[src/hdl/eeg_pkg.sv]
// Shared types for the extended Euclid GCD block.
package eeg_pkg;

	// Control from the sequencer to the shared divide unit
	typedef struct packed {
		logic load;   // start a new division: latch dividend, clear remainder and products
		logic run;    // do one restoring step
	} div_ctrl_t;

	typedef enum logic [3:0] {
		ST_IDLE   = 4'b0001,
		ST_CHECK  = 4'b0010,
		ST_DIV    = 4'b0100,
		ST_UPDATE = 4'b1000
	} seq_state_t;

endpackage

[src/hdl/eeg_if.sv]
// Request and result channel interfaces for the extended Euclid GCD block.
interface eeg_in_if #(
	parameter int OPERAND_WIDTH = 32
);
	logic                     valid;
	logic                     ready;
	logic [OPERAND_WIDTH-1:0] first_value;
	logic [OPERAND_WIDTH-1:0] second_value;

	modport source (output valid, output first_value, output second_value, input ready);
	modport sink   (input valid, input first_value, input second_value, output ready);
endinterface

interface eeg_out_if #(
	parameter int OPERAND_WIDTH = 32
);
	logic                        valid;
	logic                        ready;
	logic signed [OPERAND_WIDTH:0] coefficient_a;
	logic signed [OPERAND_WIDTH:0] coefficient_b;
	logic [OPERAND_WIDTH-1:0]    greatest_divisor;

	modport source (output valid, output coefficient_a, output coefficient_b,
		output greatest_divisor, input ready);
	modport sink   (input valid, input coefficient_a, input coefficient_b,
		input greatest_divisor, output ready);
endinterface

[src/hdl/eeg_div_unit.sv]
// Shared bit-serial divider: restoring division with quotient-times-coefficient accumulation.
module eeg_div_unit import eeg_pkg::*; #(
	parameter int OPERAND_WIDTH = 32
) (
	input  logic                     clk,
	input  div_ctrl_t                ctrl,
	input  logic [OPERAND_WIDTH-1:0] dividend,
	input  logic [OPERAND_WIDTH-1:0] divisor,
	input  logic [OPERAND_WIDTH:0]   coef_x,
	input  logic [OPERAND_WIDTH:0]   coef_y,
	output logic [OPERAND_WIDTH-1:0] rem,
	output logic [OPERAND_WIDTH:0]   prod_x,
	output logic [OPERAND_WIDTH:0]   prod_y
);

	logic [OPERAND_WIDTH-1:0] dividend_q;
	logic [OPERAND_WIDTH-1:0] rem_q;
	logic [OPERAND_WIDTH:0]   prod_x_q;
	logic [OPERAND_WIDTH:0]   prod_y_q;

	logic [OPERAND_WIDTH:0]   trial;
	logic [OPERAND_WIDTH:0]   diff;
	logic                     qbit;

	always_comb begin
		trial = {rem_q, dividend_q[OPERAND_WIDTH-1]};
		diff  = trial - {1'b0, divisor};
		qbit  = (trial >= {1'b0, divisor});
	end

	// Products accumulate Horner-style as quotient bits arrive MSB first,
	// all modulo 2^(OPERAND_WIDTH+1)
	always_ff @(posedge clk) begin
		if (ctrl.load) begin
			dividend_q <= dividend;
			rem_q      <= '0;
			prod_x_q   <= '0;
			prod_y_q   <= '0;
		end else if (ctrl.run) begin
			dividend_q <= {dividend_q[OPERAND_WIDTH-2:0], 1'b0};
			rem_q      <= qbit ? diff[OPERAND_WIDTH-1:0] : trial[OPERAND_WIDTH-1:0];
			prod_x_q   <= {prod_x_q[OPERAND_WIDTH-1:0], 1'b0} + (qbit ? coef_x : '0);
			prod_y_q   <= {prod_y_q[OPERAND_WIDTH-1:0], 1'b0} + (qbit ? coef_y : '0);
		end
	end

	assign rem    = rem_q;
	assign prod_x = prod_x_q;
	assign prod_y = prod_y_q;

endmodule

[src/hdl/extended_euclid_gcd.sv]
// Extended Euclid GCD: gcd(a, b) with Bezout coefficients x, y such that a*x + b*y = g.
// One request at a time. After a request is accepted the block runs the remainder
// sequence; each Euclid step is one full division done by a shared restoring divider
// at one quotient bit per cycle, going through the states check, divide and coefficient
// update. When the remainder reaches zero after k division steps, the result is
// registered and the block returns to idle with it, ready for the next request; k is 0
// when the first operand is zero and grows roughly with the log of the operands (up to
// 46 for 32-bit operands). The result sits in an output register, so a waiting result
// does not block the next request from being accepted and computed; the block only
// stalls when a new result is done while the previous one has not been taken.
// If a is zero the result is g = b, x = 0, y = 1; if b is zero, g = a, x = 1, y = 0.
module extended_euclid_gcd import eeg_pkg::*; #(
	parameter int OPERAND_WIDTH = 32
) (
	input  logic     clk,
	input  logic     arst_n,
	eeg_in_if.sink   operands,
	eeg_out_if.source result
);

	localparam int CW = $clog2(OPERAND_WIDTH);
	localparam logic [CW-1:0] LAST_BIT = CW'(OPERAND_WIDTH - 1);

	seq_state_t               state_q;
	logic [CW-1:0]            cnt_q;
	logic [OPERAND_WIDTH-1:0] g_q;
	logic [OPERAND_WIDTH-1:0] a_q;
	logic [OPERAND_WIDTH:0]   cx_q;
	logic [OPERAND_WIDTH:0]   cy_q;
	logic [OPERAND_WIDTH:0]   nx_q;
	logic [OPERAND_WIDTH:0]   ny_q;

	logic                     out_valid_q;
	logic [OPERAND_WIDTH:0]   out_x_q;
	logic [OPERAND_WIDTH:0]   out_y_q;
	logic [OPERAND_WIDTH-1:0] out_g_q;

	div_ctrl_t                div_ctrl;
	logic [OPERAND_WIDTH-1:0] div_rem;
	logic [OPERAND_WIDTH:0]   div_prod_x;
	logic [OPERAND_WIDTH:0]   div_prod_y;

	logic accept;
	logic out_free;
	logic finish;

	assign accept   = operands.valid && operands.ready;
	assign out_free = !out_valid_q || result.ready;
	assign finish   = (state_q == ST_CHECK) && (a_q == '0) && out_free;

	assign operands.ready = (state_q == ST_IDLE);

	always_comb begin
		div_ctrl.load = (state_q == ST_CHECK) && (a_q != '0);
		div_ctrl.run  = (state_q == ST_DIV);
	end

	eeg_div_unit #(
		.OPERAND_WIDTH(OPERAND_WIDTH)
	) u_div (
		.clk     (clk),
		.ctrl    (div_ctrl),
		.dividend(g_q),
		.divisor (a_q),
		.coef_x  (nx_q),
		.coef_y  (ny_q),
		.rem     (div_rem),
		.prod_x  (div_prod_x),
		.prod_y  (div_prod_y)
	);

	always_ff @(posedge clk or negedge arst_n) begin
		if (!arst_n) begin
			state_q <= ST_IDLE;
			cnt_q   <= '0;
		end else begin
			case (state_q)
				ST_IDLE: begin
					if (accept) state_q <= ST_CHECK;
				end
				ST_CHECK: begin
					cnt_q <= '0;
					if (a_q != '0) state_q <= ST_DIV;
					else if (out_free) state_q <= ST_IDLE;
				end
				ST_DIV: begin
					cnt_q <= cnt_q + 1'b1;
					if (cnt_q == LAST_BIT) state_q <= ST_UPDATE;
				end
				ST_UPDATE: begin
					state_q <= ST_CHECK;
				end
				default: state_q <= ST_IDLE;
			endcase
		end
	end

	// Remainder sequence registers
	always_ff @(posedge clk) begin
		if (accept) begin
			a_q  <= operands.first_value;
			g_q  <= operands.second_value;
			cx_q <= '0;
			cy_q <= (OPERAND_WIDTH + 1)'(1);
			nx_q <= (OPERAND_WIDTH + 1)'(1);
			ny_q <= '0;
		end else if (state_q == ST_UPDATE) begin
			g_q  <= a_q;
			a_q  <= div_rem;
			cx_q <= nx_q;
			cy_q <= ny_q;
			nx_q <= cx_q - div_prod_x;
			ny_q <= cy_q - div_prod_y;
		end
	end

	always_ff @(posedge clk or negedge arst_n) begin
		if (!arst_n) begin
			out_valid_q <= 1'b0;
		end else if (finish) begin
			out_valid_q <= 1'b1;
		end else if (result.ready) begin
			out_valid_q <= 1'b0;
		end
	end

	always_ff @(posedge clk) begin
		if (finish) begin
			out_x_q <= cx_q;
			out_y_q <= cy_q;
			out_g_q <= g_q;
		end
	end

	assign result.valid            = out_valid_q;
	assign result.coefficient_a    = out_x_q;
	assign result.coefficient_b    = out_y_q;
	assign result.greatest_divisor = out_g_q;

	// The remainder stays below the divisor throughout a division
	assert property (@(posedge clk) disable iff (!arst_n)
		(state_q == ST_DIV) |-> (div_rem < a_q))
		else $error("divider remainder not below divisor");

	// After each Euclid step the remainder is strictly below the previous divisor
	assert property (@(posedge clk) disable iff (!arst_n)
		(state_q == ST_UPDATE) |=> (a_q < g_q))
		else $error("remainder sequence did not shrink");

	// A completed item lands in the output register and frees the input side
	assert property (@(posedge clk) disable iff (!arst_n)
		finish |=> (out_valid_q && (state_q == ST_IDLE)))
		else $error("finished result not registered");

	// Divisions always start with a clean bit count
	assert property (@(posedge clk) disable iff (!arst_n)
		div_ctrl.load |=> (cnt_q == '0))
		else $error("bit counter not cleared at division start");

endmodule

[src/flat_wrapper.sv]
// flat-port wrapper written by rule: the top's interface ports become plain ports
module extended_euclid_gcd_flat import eeg_pkg::*;
#(
	parameter int OPERAND_WIDTH = 32
)
  (clk, arst_n, operands_valid, operands_first_value, operands_second_value, operands_ready, result_valid, result_coefficient_a, result_coefficient_b, result_greatest_divisor, result_ready);
  eeg_in_if #(.OPERAND_WIDTH(OPERAND_WIDTH)) operands_i ();
  eeg_out_if #(.OPERAND_WIDTH(OPERAND_WIDTH)) result_i ();
  input  logic clk;
  input  logic arst_n;
  input wire logic [$bits(operands_i.valid)-1:0] operands_valid;
  input wire logic [$bits(operands_i.first_value)-1:0] operands_first_value;
  input wire logic [$bits(operands_i.second_value)-1:0] operands_second_value;
  output wire logic [$bits(operands_i.ready)-1:0] operands_ready;
  output wire logic [$bits(result_i.valid)-1:0] result_valid;
  output wire logic [$bits(result_i.coefficient_a)-1:0] result_coefficient_a;
  output wire logic [$bits(result_i.coefficient_b)-1:0] result_coefficient_b;
  output wire logic [$bits(result_i.greatest_divisor)-1:0] result_greatest_divisor;
  input wire logic [$bits(result_i.ready)-1:0] result_ready;
  assign operands_i.valid = operands_valid;
  assign operands_i.first_value = operands_first_value;
  assign operands_i.second_value = operands_second_value;
  assign operands_ready = operands_i.ready;
  assign result_valid = result_i.valid;
  assign result_coefficient_a = result_i.coefficient_a;
  assign result_coefficient_b = result_i.coefficient_b;
  assign result_greatest_divisor = result_i.greatest_divisor;
  assign result_i.ready = result_ready;
  extended_euclid_gcd #(.OPERAND_WIDTH(OPERAND_WIDTH)) u_core (.clk(clk), .arst_n(arst_n), .operands(operands_i), .result(result_i));
endmodule
[config.mk]
export PLATFORM = sky130hd
export DESIGN_NAME = extended_euclid_gcd_flat
export DESIGN_NICKNAME = d
export VERILOG_FILES = /design/src/hdl/eeg_pkg.sv /design/src/hdl/eeg_if.sv /design/src/hdl/eeg_div_unit.sv /design/src/hdl/extended_euclid_gcd.sv /design/src/flat_wrapper.sv
export SDC_FILE = /design/constraint.sdc
export NUM_CORES = 1
export LEC_CHECK = 0
export ABC_AREA = 0
export BUFFER_PORTS_ARGS = -buffer_cell sky130_fd_sc_hd__buf_2
export CAP_MARGIN = 0
export CORE_MARGIN = 2
export CORE_UTILIZATION = 54
export CTS_CLUSTER_DIAMETER = 80
export CTS_CLUSTER_SIZE = 14
export DETAILED_ROUTE_END_ITERATION = 8
export PLACE_DENSITY_LB_ADDON = 0.05
export SYNTH_ARGS = -nofsm -noshare
export SYNTH_HDL_FRONTEND = slang
export SYNTH_HIERARCHICAL = 1
export SYNTH_SLANG_ARGS = --single-unit
export TNS_END_PERCENT = 10
[constraint.sdc]
create_clock -name clk -period 11.1 [get_ports clk]
set_clock_uncertainty 0.2 [all_clocks]
set_input_delay 3.33 -clock clk [delete_from_list [all_inputs] [get_ports clk]]
set_output_delay 3.33 -clock clk [all_outputs]
set_load 0.1 [all_outputs]
# After elaboration in Yosys (flattened, before gate mapping)
# Index checks and enable logic that the tools add are counted.
[totals]
register_bits = 434
output_inout_bits = 100
[classes]
n_addsub = 6
n_lt_le_gt_ge = 1
n_eq_ne = 8
mux = 17
n_reduce_logical = 13
[op_table]
columns = ["operator", "count"]
rows = [
  ["two-way mux 32 bit", 7],
  ["adder 33 bit", 2],
  ["two-way mux 33 bit", 2],
  ["subtractor 33 bit", 2],
  [">= comparator 33 x 32 -> 1 bit", 1],
  ["logical NOT 32 bit", 1],
  ["nonzero test 32 bit", 1],
  ["subtractor 32 bit", 1],
  ["two-way mux 4 bit", 4],
  ["case mux 4 bit (4 select lines)", 1],
  ["case mux 5 bit (2 select lines)", 1],
  ["nonzero test 2 bit", 4],
  ["adder 5 x 1 -> 5 bit, second input constant", 1],
  ["== test 5 bit, second input constant", 1],
  ["== test 4 x 1 -> 1 bit, second input constant", 1],
  ["== test 4 x 2 -> 1 bit, second input constant", 1],
  ["== test 4 x 3 -> 1 bit, second input constant", 1],
  ["== test 4 bit, second input constant", 1],
  ["logical AND 1 bit", 4],
  ["inequality test 2 bit, second input constant", 2],
  ["inequality test 3 x 2 -> 1 bit, second input constant", 1],
  ["AND reduction 3 bit", 1],
  ["two-way mux 1 bit", 2],
  ["logical NOT 1 bit", 1],
  ["logical OR 1 bit", 1],
]

# Logic depth before layout (Yosys ltp)
# Gate-level depths: netlist (run 1).
[depth]
ltp_word = 5
depth_mapped = 24
depth_no_buf = 20

# Cells and area by module
# The synthesis (run 1) kept the hierarchy.
[modules_own_cells]
columns = ["mod", "instances", "cells_per_inst", "area_each_um2", "seq_area_each_um2"]
rows = [
  ["extended_euclid_gcd", 1, 1549, 14422.6, 7758.7],
  ["eeg_div_unit", 1, 1221, 10092.2, 2922.8],
]

# Worst setup path before layout (run 1)
# Ideal clock, no wire load.
[synth_timing]
path_type = "flip-flop to output port"
start = "register u_core.state_q[0]"
end = "output port operands_ready"
arrival_ns = 3.984
path_slack_ns = 3.586
stages_incl_launch_ff = 3
path_buffers = 1
path_cell_list = "dfstp_2 -> clkbuf_1 -> nor4b_1"
[synth_via]
elab_chain_cells = 1
[synth_lines]
columns = ["item", "line_no", "source"]
rows = [
  ["start, declared", "extended_euclid_gcd.sv:24", "seq_state_t state_q;"],
  ["start signal, assigned", "extended_euclid_gcd.sv:74", "state_q <= ST_IDLE;"],
  ["start signal, assigned", "extended_euclid_gcd.sv:79", "if (accept) state_q <= ST_CHECK;"],
  ["start signal, assigned", "extended_euclid_gcd.sv:83", "if (a_q != '0) state_q <= ST_DIV;"],
  ["== test 4 x 1 -> 1 bit", "extended_euclid_gcd.sv:51", "assign operands.ready = (state_q == ST_IDLE);"],
  ["end, declared", "flat_wrapper.sv:14", "output wire logic [$bits(operands_i.ready)-1:0] operands_ready;"],
]
# Every way passes these cells.

# Final worst setup path (run 1)
[layout_timing]
start = "register u_core.a_q[14]"
end = "register u_core.u_div.prod_y_q[31] (netlist: u_core/u_div/prod_y[31])"
[layout_via]
elab_chain_cells = 3
elab_cells_between_ends = 5
[layout_lines]
columns = ["item", "line_no", "source"]
rows = [
  ["start, declared", "extended_euclid_gcd.sv:27", "logic [OPERAND_WIDTH-1:0] a_q;"],
  ["start signal, assigned", "extended_euclid_gcd.sv:101", "a_q <= operands.first_value;"],
  ["start signal, assigned", "extended_euclid_gcd.sv:109", "a_q <= div_rem;"],
  [">= comparator 33 x 32 -> 1 bit", "eeg_div_unit.sv:28", "qbit = (trial >= {1'b0, divisor});"],
  ["two-way mux 33 bit", "eeg_div_unit.sv:43", "prod_y_q <= {prod_y_q[OPERAND_WIDTH-1:0], 1'b0} + (qbit ? coef_y : '0);"],
  ["adder 33 bit", "eeg_div_unit.sv:43", ""],
  ["end signal, assigned", "eeg_div_unit.sv:43", ""],
  ["end, declared", "eeg_div_unit.sv:19", "logic [OPERAND_WIDTH:0] prod_y_q;"],
]
# Parallel ways exist; a longest one is shown, timed or not.
# A chain may end at the register's enable or synchronous reset.

==> results.txt, run 1 <==
----------------------------------------------------
[Placed design]
  Worst slack at placement ... 5163 ps
  Last weighted congestion value of the routability-driven placer ... 0.9220
  DPL Wire Length ... between 40000 and 50000 um
  Buffers on Ports ... 167

[Global route]
  Leftover overflow at the end of global routing ... 0
  Vias in the first global route ... 19400
  Pin count of the biggest net entering global routing ... between 90 and 100
  Aggregate global-route resource usage ... 0.2557
  Wire length of the first global-routing pass ... 98150 um
  Number of antenna violations at the first check in global routing ... 0

[Route]
  Routed wire length ... 61540 um
  Antenna-violating nets left ... 0
  Pre-Repair DR Iteration Count ... 7
  Total number of vias ... between 20000 and 25000
  DR iter-0 viols ... 1308
  Via count normalized by instance count ... 5.745
  DR WL/cell ... 17.58 um
  DRC viols ... 0

[Clock network]
  Post-CTS Setup Bufs ... 0
  Clock sink count ... 434
  Post-cts sizing count ... 0
  Clock tree from TritonCTS ... built
  Skew-Pair Late Insertion Delay ... 570 ps
  TritonCTS Buffers ... 37
  Master cell of the clock root buffer ... sky130_fd_sc_hd__clkbuf_16
  Hold-fix buffers, CTS ... 0
  Post-CTS clock slew at the launch and capture registers of the worst setup and hold paths ... 70 ps
  Maximum buffer depth of the clock tree ... 3
  Number of H-tree branching levels ... 2

[Yosys]
  Mapped Cells ... around 2800
  Number of warnings issued by yosys ... 6
  Sequential share of the synthesized area ... 0.4357
  Area leader, netlist ... sky130_fd_sc_hd__edfxtp_1
  Most instantiated library cell after synthesis ... sky130_fd_sc_hd__nand2_1
  Top post-synthesis cells by count ... sky130_fd_sc_hd__nand2_1, sky130_fd_sc_hd__a21oi_1, sky130_fd_sc_hd__dfxtp_1, sky130_fd_sc_hd__edfxtp_1, sky130_fd_sc_hd__ha_1
  Proportion of netlist area held by the largest area contributor ... 0.2376
  Synth Net Count ... 3003
  Post-synthesis instance area ... 24510 sq um
  Prevailing post-synth register cell ... sky130_fd_sc_hd__dfxtp_1
  Count of state elements after synthesis ... 434
  Number of synthesized flops with an enable pin ... 194
  Async SR Flop Fraction ... 0.02304
  Leading post-synthesis cells by cell area ... sky130_fd_sc_hd__edfxtp_1, sky130_fd_sc_hd__dfxtp_1, sky130_fd_sc_hd__nand2_1
  Library cells used by synthesis ... 84
  Syn avg cell area ... roughly 8.9 sq um

[STA]
  Total Negative Setup Slacks ... 0 ps
  Hold violation count in the final report ... 0
  Rel. slew slack ... 0.2603
  Worst-case setup margin in the final layout ... 5103 ps
  Transition time at the pin with the least slew margin ... 1110 ps
  Post-layout minimum cycle time ... 5997 ps
  RSZ-0062 raised after global routing ... no
  Final setup violation count ... 0
  Hold Slack ... around 240 ps
  Max Freq ... between 150 and 200 MHz
  Final period util ... 0.5403
  Final Slew Violations ... 0

[Flow run]
  Max Cap Violations ... 0

[Cells and area]
  Layout fillers ... 4046
  Area of combinational cells with multiple inputs ... 12860 sq um
  Layout-stage area growth over the synthesis result ... 9.845%
  Share of post-route cells with drive strength above 1 ... 0.1020
  Number of diodes ... 0
  Footprint of the flip-flops and latches ... ~11000 sq um
  Nets@finish ... 3105

[Critical path]
  Endpoint class of the critical path ... register
  Worst Setup Start Kind ... register
  Maximum fanout along the worst path ... 60
  Critical path class ... reg2reg
  Arrival time at the worst endpoint ... 6200 ps
  Worst endpoint required time ... roughly 11000 ps

[Floorplan]
  Die boundary width ... 217.1 um
  Site row count ... just under 80
  Die Height ... 217.1 um
  Initial cell density of the core ... 0.5437
  Total die area ... about 47000 sq um
  Area of the placeable core ... 45090 sq um
  Count of boundary I/O pins ... 168

[Power]
  Clock network power share ... 0.244
  Switching power share of the total ... 0.3712
  Cell Int Power ... approximately 3.3 mW
  IR drop worst, VDD ... approximately 130 uV
  Areal power density over the cells ... 193.6 nW/um^2
  Leak pwr ... around 11 nW
  Power dissipated by switching net loads ... 1.936 mW
  Proportion of power drawn by combinational gates ... 0.359
  Relative contribution of sequential cells to total power ... 0.397

[Run status]
  Status ... completed

[Hold path]
  Path category of the worst min-delay check ... reg2reg

----------------------------------------------------
-- layout by cell type (no fill, tap or decap), types with 7 or more instances in the layout --
cell type                   synthesis  routed
sky130_fd_sc_hd__a21o_1            75      75
sky130_fd_sc_hd__nand4_1           15      15
sky130_fd_sc_hd__nor3_1            31      31
sky130_fd_sc_hd__nand3_1           52      52
sky130_fd_sc_hd__a22o_1             8       8
sky130_fd_sc_hd__nand3b_1           9       9
sky130_fd_sc_hd__nand2b_1          32      31
sky130_fd_sc_hd__clkbuf_1          96      23
sky130_fd_sc_hd__o21ai_0          146     146
sky130_fd_sc_hd__a31oi_1           23      23
sky130_fd_sc_hd__dfrtp_1            9       9
sky130_fd_sc_hd__buf_2              8     167
sky130_fd_sc_hd__edfxtp_1         194     194
sky130_fd_sc_hd__mux2i_1           30      30
sky130_fd_sc_hd__ha_1             160     160
sky130_fd_sc_hd__inv_1            141     139
sky130_fd_sc_hd__o211ai_1          21      21
sky130_fd_sc_hd__buf_4              0      18
sky130_fd_sc_hd__and2_1            69      67
sky130_fd_sc_hd__clkbuf_16          0      40
sky130_fd_sc_hd__a311oi_1          16      16
sky130_fd_sc_hd__a211oi_1          35      35
sky130_fd_sc_hd__o31ai_1           15      15
sky130_fd_sc_hd__mux2_2            33      33
sky130_fd_sc_hd__o21bai_1          17      17
sky130_fd_sc_hd__a21oi_1          266     266
sky130_fd_sc_hd__or3_1             14      14
sky130_fd_sc_hd__and3_1            22      22
sky130_fd_sc_hd__dfxtp_1          230     230
sky130_fd_sc_hd__o21a_1            21      21
sky130_fd_sc_hd__a21boi_0           7       7
sky130_fd_sc_hd__xor2_1            43      43
sky130_fd_sc_hd__nor4_1             9       9
sky130_fd_sc_hd__nor2b_1           16      16
sky130_fd_sc_hd__nor2_1           149     147
sky130_fd_sc_hd__nand2_1          563     562
sky130_fd_sc_hd__xnor2_1           71      71
-- flip-flops by register name, indices dropped and copies added (netlist names) --
name	cells
u_core/a_q	32
u_core/cnt_q	5
u_core/cx_q	33
u_core/cy_q	33
u_core/g_q	32
u_core/nx_q	33
u_core/ny_q	33
u_core/result.coefficient_a	33
u_core/result.coefficient_b	33
u_core/result.greatest_divisor	32
u_core/result.valid	1
u_core/state_q	4
u_core/u_div/dividend_q	32
u_core/u_div/prod_x	33
u_core/u_div/prod_y	33
u_core/u_div/rem	32
-- cell families (layout without fill, tap and decap cells) --
family	after synthesis	count (layout)	share of synthesized area
and+or+nand+nor	1001	1001	0.1815
AOI/OAI and AO/OA	729	729	0.1866
DFF	434	434	0.4357
buffers and inverters	263	394	0.04129
adders and majority gates	165	165	0.08575
xor gates and xnor gates	115	115	0.04165
muxes	63	63	0.02741
-- power by group through the flow --
stage | logic [mW] | clock network [mW] | registers [mW]
CTS | 1.86 | 1.31 | 2.07
global placement | 1.83 | 0 | 2.09
global route | 2.06 | 1.36 | 2.09
finish | 1.87 | 1.27 | 2.07
detailed placement | 1.85 | 0 | 2.10
floorplan | 1.44 | 0 | 2.04
-- per-stage QoR --
stage / total power [mW] / utilization / std cells / instance area (sq um)
after floorplan: 3.475 / - / 2770 / 24510
after global placement: 3.925 / 0.5721 / 3433 / 25800
after detailed placement: 3.949 / 0.5721 / 3433 / 25800
after CTS: 5.236 / 0.5972 / 3501 / 26930
after global routing: 5.520 / 0.5972 / 3501 / 26930
final: 5.215 / 0.5972 / 3501 / 26930
-- final timing paths --
path / start / end / slack [ps] / cells after the start
worst max-delay path: u_core/a_q[14]$_DFFE_PP_ / u_core/u_div/prod_y[31]$_SDFFE_PP0P_ / 5100 / 21
worst min register to register: u_core/g_q[6]$_DFFE_PP_ / u_core/result.greatest_divisor[6]$_DFFE_PP_ / 240 / 0
max in group asynchronous: arst_n / u_core/state_q[0]$_DFFE_PN1P_ / 8010 / 1
worst min-delay path: u_core/g_q[6]$_DFFE_PP_ / u_core/result.greatest_divisor[6]$_DFFE_PP_ / 240 / 0
min in group asynchronous: arst_n / u_core/result.valid$_DFFE_PN0P_ / 2430 / 1
worst max register to register: u_core/a_q[14]$_DFFE_PP_ / u_core/u_div/prod_y[31]$_SDFFE_PP0P_ / 5100 / 21
-- routing by layer --
metal / up-vias / routed length [um] / part of all wire / track usage
li1: 10000 / - / - / -
met4: 0 / 2344 / 0.038 / 0.1071
met5: - / 0 / 0 / 0
met1: 9519 / 28150 / 0.46 / 0.3400
met3: 121 / 2762 / 0.045 / 0.03019
met2: 471 / 28280 / 0.46 / 0.4236
-- area by class of cell --
cell class	instances	share of cell area
clock buffers	65	0.04140
clock inverters	3	0.0006505
inverters	141	0.01965
multi-input cells	2073	0.4777
flip-flops and latches	434	0.3967
well taps	600	0.02788
repair buffers	185	0.03606
-- critical path, cell delays in order, from the launching register on --
cell and delay, ps:
sky130_fd_sc_hd__edfxtp_1 380, sky130_fd_sc_hd__inv_1 70, sky130_fd_sc_hd__ha_1 380, sky130_fd_sc_hd__a21oi_1 280, sky130_fd_sc_hd__o31ai_1 120, sky130_fd_sc_hd__a21oi_1 340
sky130_fd_sc_hd__nor4b_4 100, sky130_fd_sc_hd__a211oi_2 410, sky130_fd_sc_hd__o21ai_4 100, sky130_fd_sc_hd__buf_4 320, sky130_fd_sc_hd__and2_1 260, sky130_fd_sc_hd__ha_1 210
sky130_fd_sc_hd__fa_1 430, sky130_fd_sc_hd__a211oi_1 250, sky130_fd_sc_hd__o21ai_0 130, sky130_fd_sc_hd__a32oi_1 410, sky130_fd_sc_hd__o2111ai_1 220, sky130_fd_sc_hd__a221oi_2 490
sky130_fd_sc_hd__o311ai_1 180, sky130_fd_sc_hd__a21oi_1 220, sky130_fd_sc_hd__xor2_1 180, sky130_fd_sc_hd__a211oi_1 90
Power figures use the tool's default switching activity.
==> run 2: changes to the inputs <==
clock period = 6.2 ns   (was 11.1 ns; I/O delays follow)
==> run 2 against run 1 <==
Against the previous run: sequential share of layout area fell by 0.059 points; hold slack worse by 0.68 ps; worst setup slack lost 4600 ps; power is 80% higher; core utilization up 0.089 points; first-iteration DRC count increased by 10%; combinational power grew 83%; design area grew 0.15%; die area unchanged; cell count is essentially flat; non-clock buffer count is 2 higher; largest cell class unchanged.
==> results.txt, run 2 (same netlist as run 1, synthesis figures left out) <==
----------------------------------------------------
[Run status]
  Status ... completed

[Clock network]
  Hold-fix buffers, CTS ... 0 (unchanged)
  Skew-Pair Late Insertion Delay ... 570 ps (about the same)
  Number of H-tree branching levels ... 2 (unchanged)
  Maximum buffer depth of the clock tree ... 3 (unchanged)
  TritonCTS Buffers ... 38 (+2.7%)
  Post-CTS clock slew at the launch and capture registers of the worst setup and hold paths ... 70 ps (about the same)
  Clock tree from TritonCTS ... built
  Master cell of the clock root buffer ... sky130_fd_sc_hd__clkbuf_16
  Clock sink count ... 434 (unchanged)

[Flow run]
  Max Cap Violations ... 0 (unchanged)

[Placed design]
  DPL Wire Length ... 44540 um (+4.0%)
  Buffers on Ports ... 167 (unchanged)
  Last weighted congestion value of the routability-driven placer ... 0.9104 (-1.3%)

[Hold path]
  Path category of the worst min-delay check ... reg2reg

[Critical path]
  Maximum single-stage delay on the critical path ... 400 ps (-90 ps)
  Worst Path Buf+Inv ... 2 (unchanged)
  Worst endpoint required time ... 6480 ps (-4820 ps)
  Maximum fanout along the worst path ... 54 (-10%)
  Endpoint class of the critical path ... register
  Dominant cell type by count on the critical path ... sky130_fd_sc_hd__a21oi_1
  Family with the most delay on the worst path ... compound AO/OA/AOI/OAI gates
  Worst Setup Start Kind ... register
  Cell-by-cell listing of the critical path ... inv_1 > ha_1 > a21oi_1 > o31ai_1 > a21oi_1 > nor4b_4 > a211oi_2 > o21ai_4 > buf_12 > and2_1 > ha_1 > fa_1 > a21o_1 > a21oi_1 > o21ai_0 > a22oi_1 > a21oi_1 > o311ai_2 > a21oi_1 > mux2_2 > o22ai_1
  Slowest stage cell, crit path ... sky130_fd_sc_hd__fa_1
  Arrival time at the worst endpoint ... 5960 ps (-240 ps)
  Critical path class ... reg2reg

[Floorplan]
  Site row count ... 78 (unchanged)
  Initial cell density of the core ... 0.5437 (unchanged)
  Area of the placeable core ... 45090 sq um (unchanged)
  Die boundary width ... 217.1 um (unchanged)
  Total die area ... 47120 sq um (unchanged)
  Die Height ... 217.1 um (unchanged)
  Count of boundary I/O pins ... 168 (unchanged)

[Route]
  DR iter-0 viols ... 1440 (+10%)
  Routed wire length ... 63150 um (+2.6%)
  DRC viols ... 0 (unchanged)
  DR WL/cell ... 18.03 um (+2.6%)
  Via count normalized by instance count ... 5.778 (+0.57%)
  Pre-Repair DR Iteration Count ... 6 (-1)
  Total number of vias ... 20240 (+0.63%)
  Antenna-violating nets left ... 0 (unchanged)

[Cells and area]
  Most frequent standard cell in the layout excluding fill and tap cells ... sky130_fd_sc_hd__nand2_1
  Layout-stage area growth over the synthesis result ... 10.01%
  Share of post-route cells with drive strength above 1 ... 0.1040 (+0.001997)
  Commonest cells after routing, fill and taps aside ... sky130_fd_sc_hd__nand2_1, sky130_fd_sc_hd__a21oi_1, sky130_fd_sc_hd__dfxtp_1
  Nets@finish ... 3108 (+0.097%)
  Number of diodes ... 0 (unchanged)

[Global route]
  Aggregate global-route resource usage ... 0.2657 (+0.01005)
  Leftover overflow at the end of global routing ... 0 (unchanged)
  Vias in the first global route ... 19600 (+1.1%)
  Number of antenna violations at the first check in global routing ... 0 (unchanged)
  Pin count of the biggest net entering global routing ... 89 (-10%)
  Wire length of the first global-routing pass ... 101900 um (+3.8%)

[Power]
  Areal power density over the cells ... 348.6 nW/um^2 (+80%)
  Proportion of power drawn by combinational gates ... 0.364 (+0.005)
  Switching power share of the total ... 0.3754 (+0.004172)
  IR drop worst, VDD ... 429.1 uV (+240%)
  Total design power ... 9.401 mW (+80%)
  Power dissipated by switching net loads ... 3.529 mW (+82%)
  Cell Int Power ... 5.872 mW (+79%)
  Leak pwr ... 11.39 nW (about the same)
  Relative contribution of sequential cells to total power ... 0.393 (-0.004)
  Clock network power share ... 0.243 (about the same)

[STA]
  Hold violation count in the final report ... 0 (unchanged)
  Total Negative Setup Slacks ... 0 ps (unchanged)
  Final period util ... 0.9165 (+0.3762)
  Rel. slew slack ... 0.2541 (-0.006197)
  Final Slew Violations ... 0 (unchanged)
  Post-layout minimum cycle time ... 5682 ps (-314.8 ps)
  RSZ-0062 raised after global routing ... no
  Final setup violation count ... 0 (unchanged)
  Transition time at the pin with the least slew margin ... 1119 ps (+9.296 ps)
  Max Freq ... 176.0 MHz (+5.5%)

----------------------------------------------------
==> run 2: path summary, 6_finish.rpt <==
check,endpoint,from,cells after the start,slack [ps]
hold reg to reg,u_core/result.greatest_divisor[7]$_DFFE_PP_,u_core/g_q[7]$_DFFE_PP_,0,240
min in group asynchronous,u_core/cnt_q[4]$_DFFE_PN0P_,arst_n,1,940
setup reg to reg,u_core/u_div/prod_x[31]$_SDFFE_PP0P_,u_core/a_q[14]$_DFFE_PP_,21,520
hold / removal,u_core/result.greatest_divisor[7]$_DFFE_PP_,u_core/g_q[7]$_DFFE_PP_,0,240
max in group asynchronous,u_core/state_q[0]$_DFFE_PN1P_,arst_n,1,4610
setup / recovery,u_core/u_div/prod_x[31]$_SDFFE_PP0P_,u_core/a_q[14]$_DFFE_PP_,21,520
==> run 2: layout make-up <==
type,instances,area (sq um)
fill,4110,18120
multi-input combinational,2073,12880
sequential,434,10680
clock buffer,63,1087
timing repair buffer,187,998.5
tap,600,750.7
inverter,141,529.3
clock inverter,5,41.29
==> run 2: timing repair <==
action	CTS	global route
endpoints found under the setup margin	0	1
buffers inserted	0	0
gates resized for setup	0	1
==> run 2: layer usage <==
layer  part of all wire  up-vias  GRT usage
met5                  0        -          0
met4              0.024        0    0.08242
met3              0.045       83    0.03005
met2               0.47      486     0.4505
met1               0.46     9683     0.3568
li1                   -     9988          -
==> run 2: power by group through the flow <==
stage	registers (mW)	clock network, mW	logic (mW)
after floorplan	3.64	0	2.58
after detailed placement	3.76	0	3.38
after global routing	3.74	2.46	3.79
final	3.70	2.28	3.42
after CTS	3.69	2.34	3.41
after global placement	3.74	0	3.36
==> run 2: metrics by stage <==
stage | instance area [sq um] | utilization | worst slack (ps) | cells | hold slack [ps]
global placement | 25830 | 0.5729 | 729.1 | 3435 | 224.0
floorplan | 24520 | - | 1037 | 2770 | 208.2
CTS | 26960 | 0.5980 | 510.2 | 3503 | 247.0
finish | 26970 | 0.5981 | 517.8 | 3503 | 243.6
global route | 26970 | 0.5981 | 115.4 | 3503 | 255.5
detailed placement | 25830 | 0.5729 | 548.2 | 3435 | 231.3
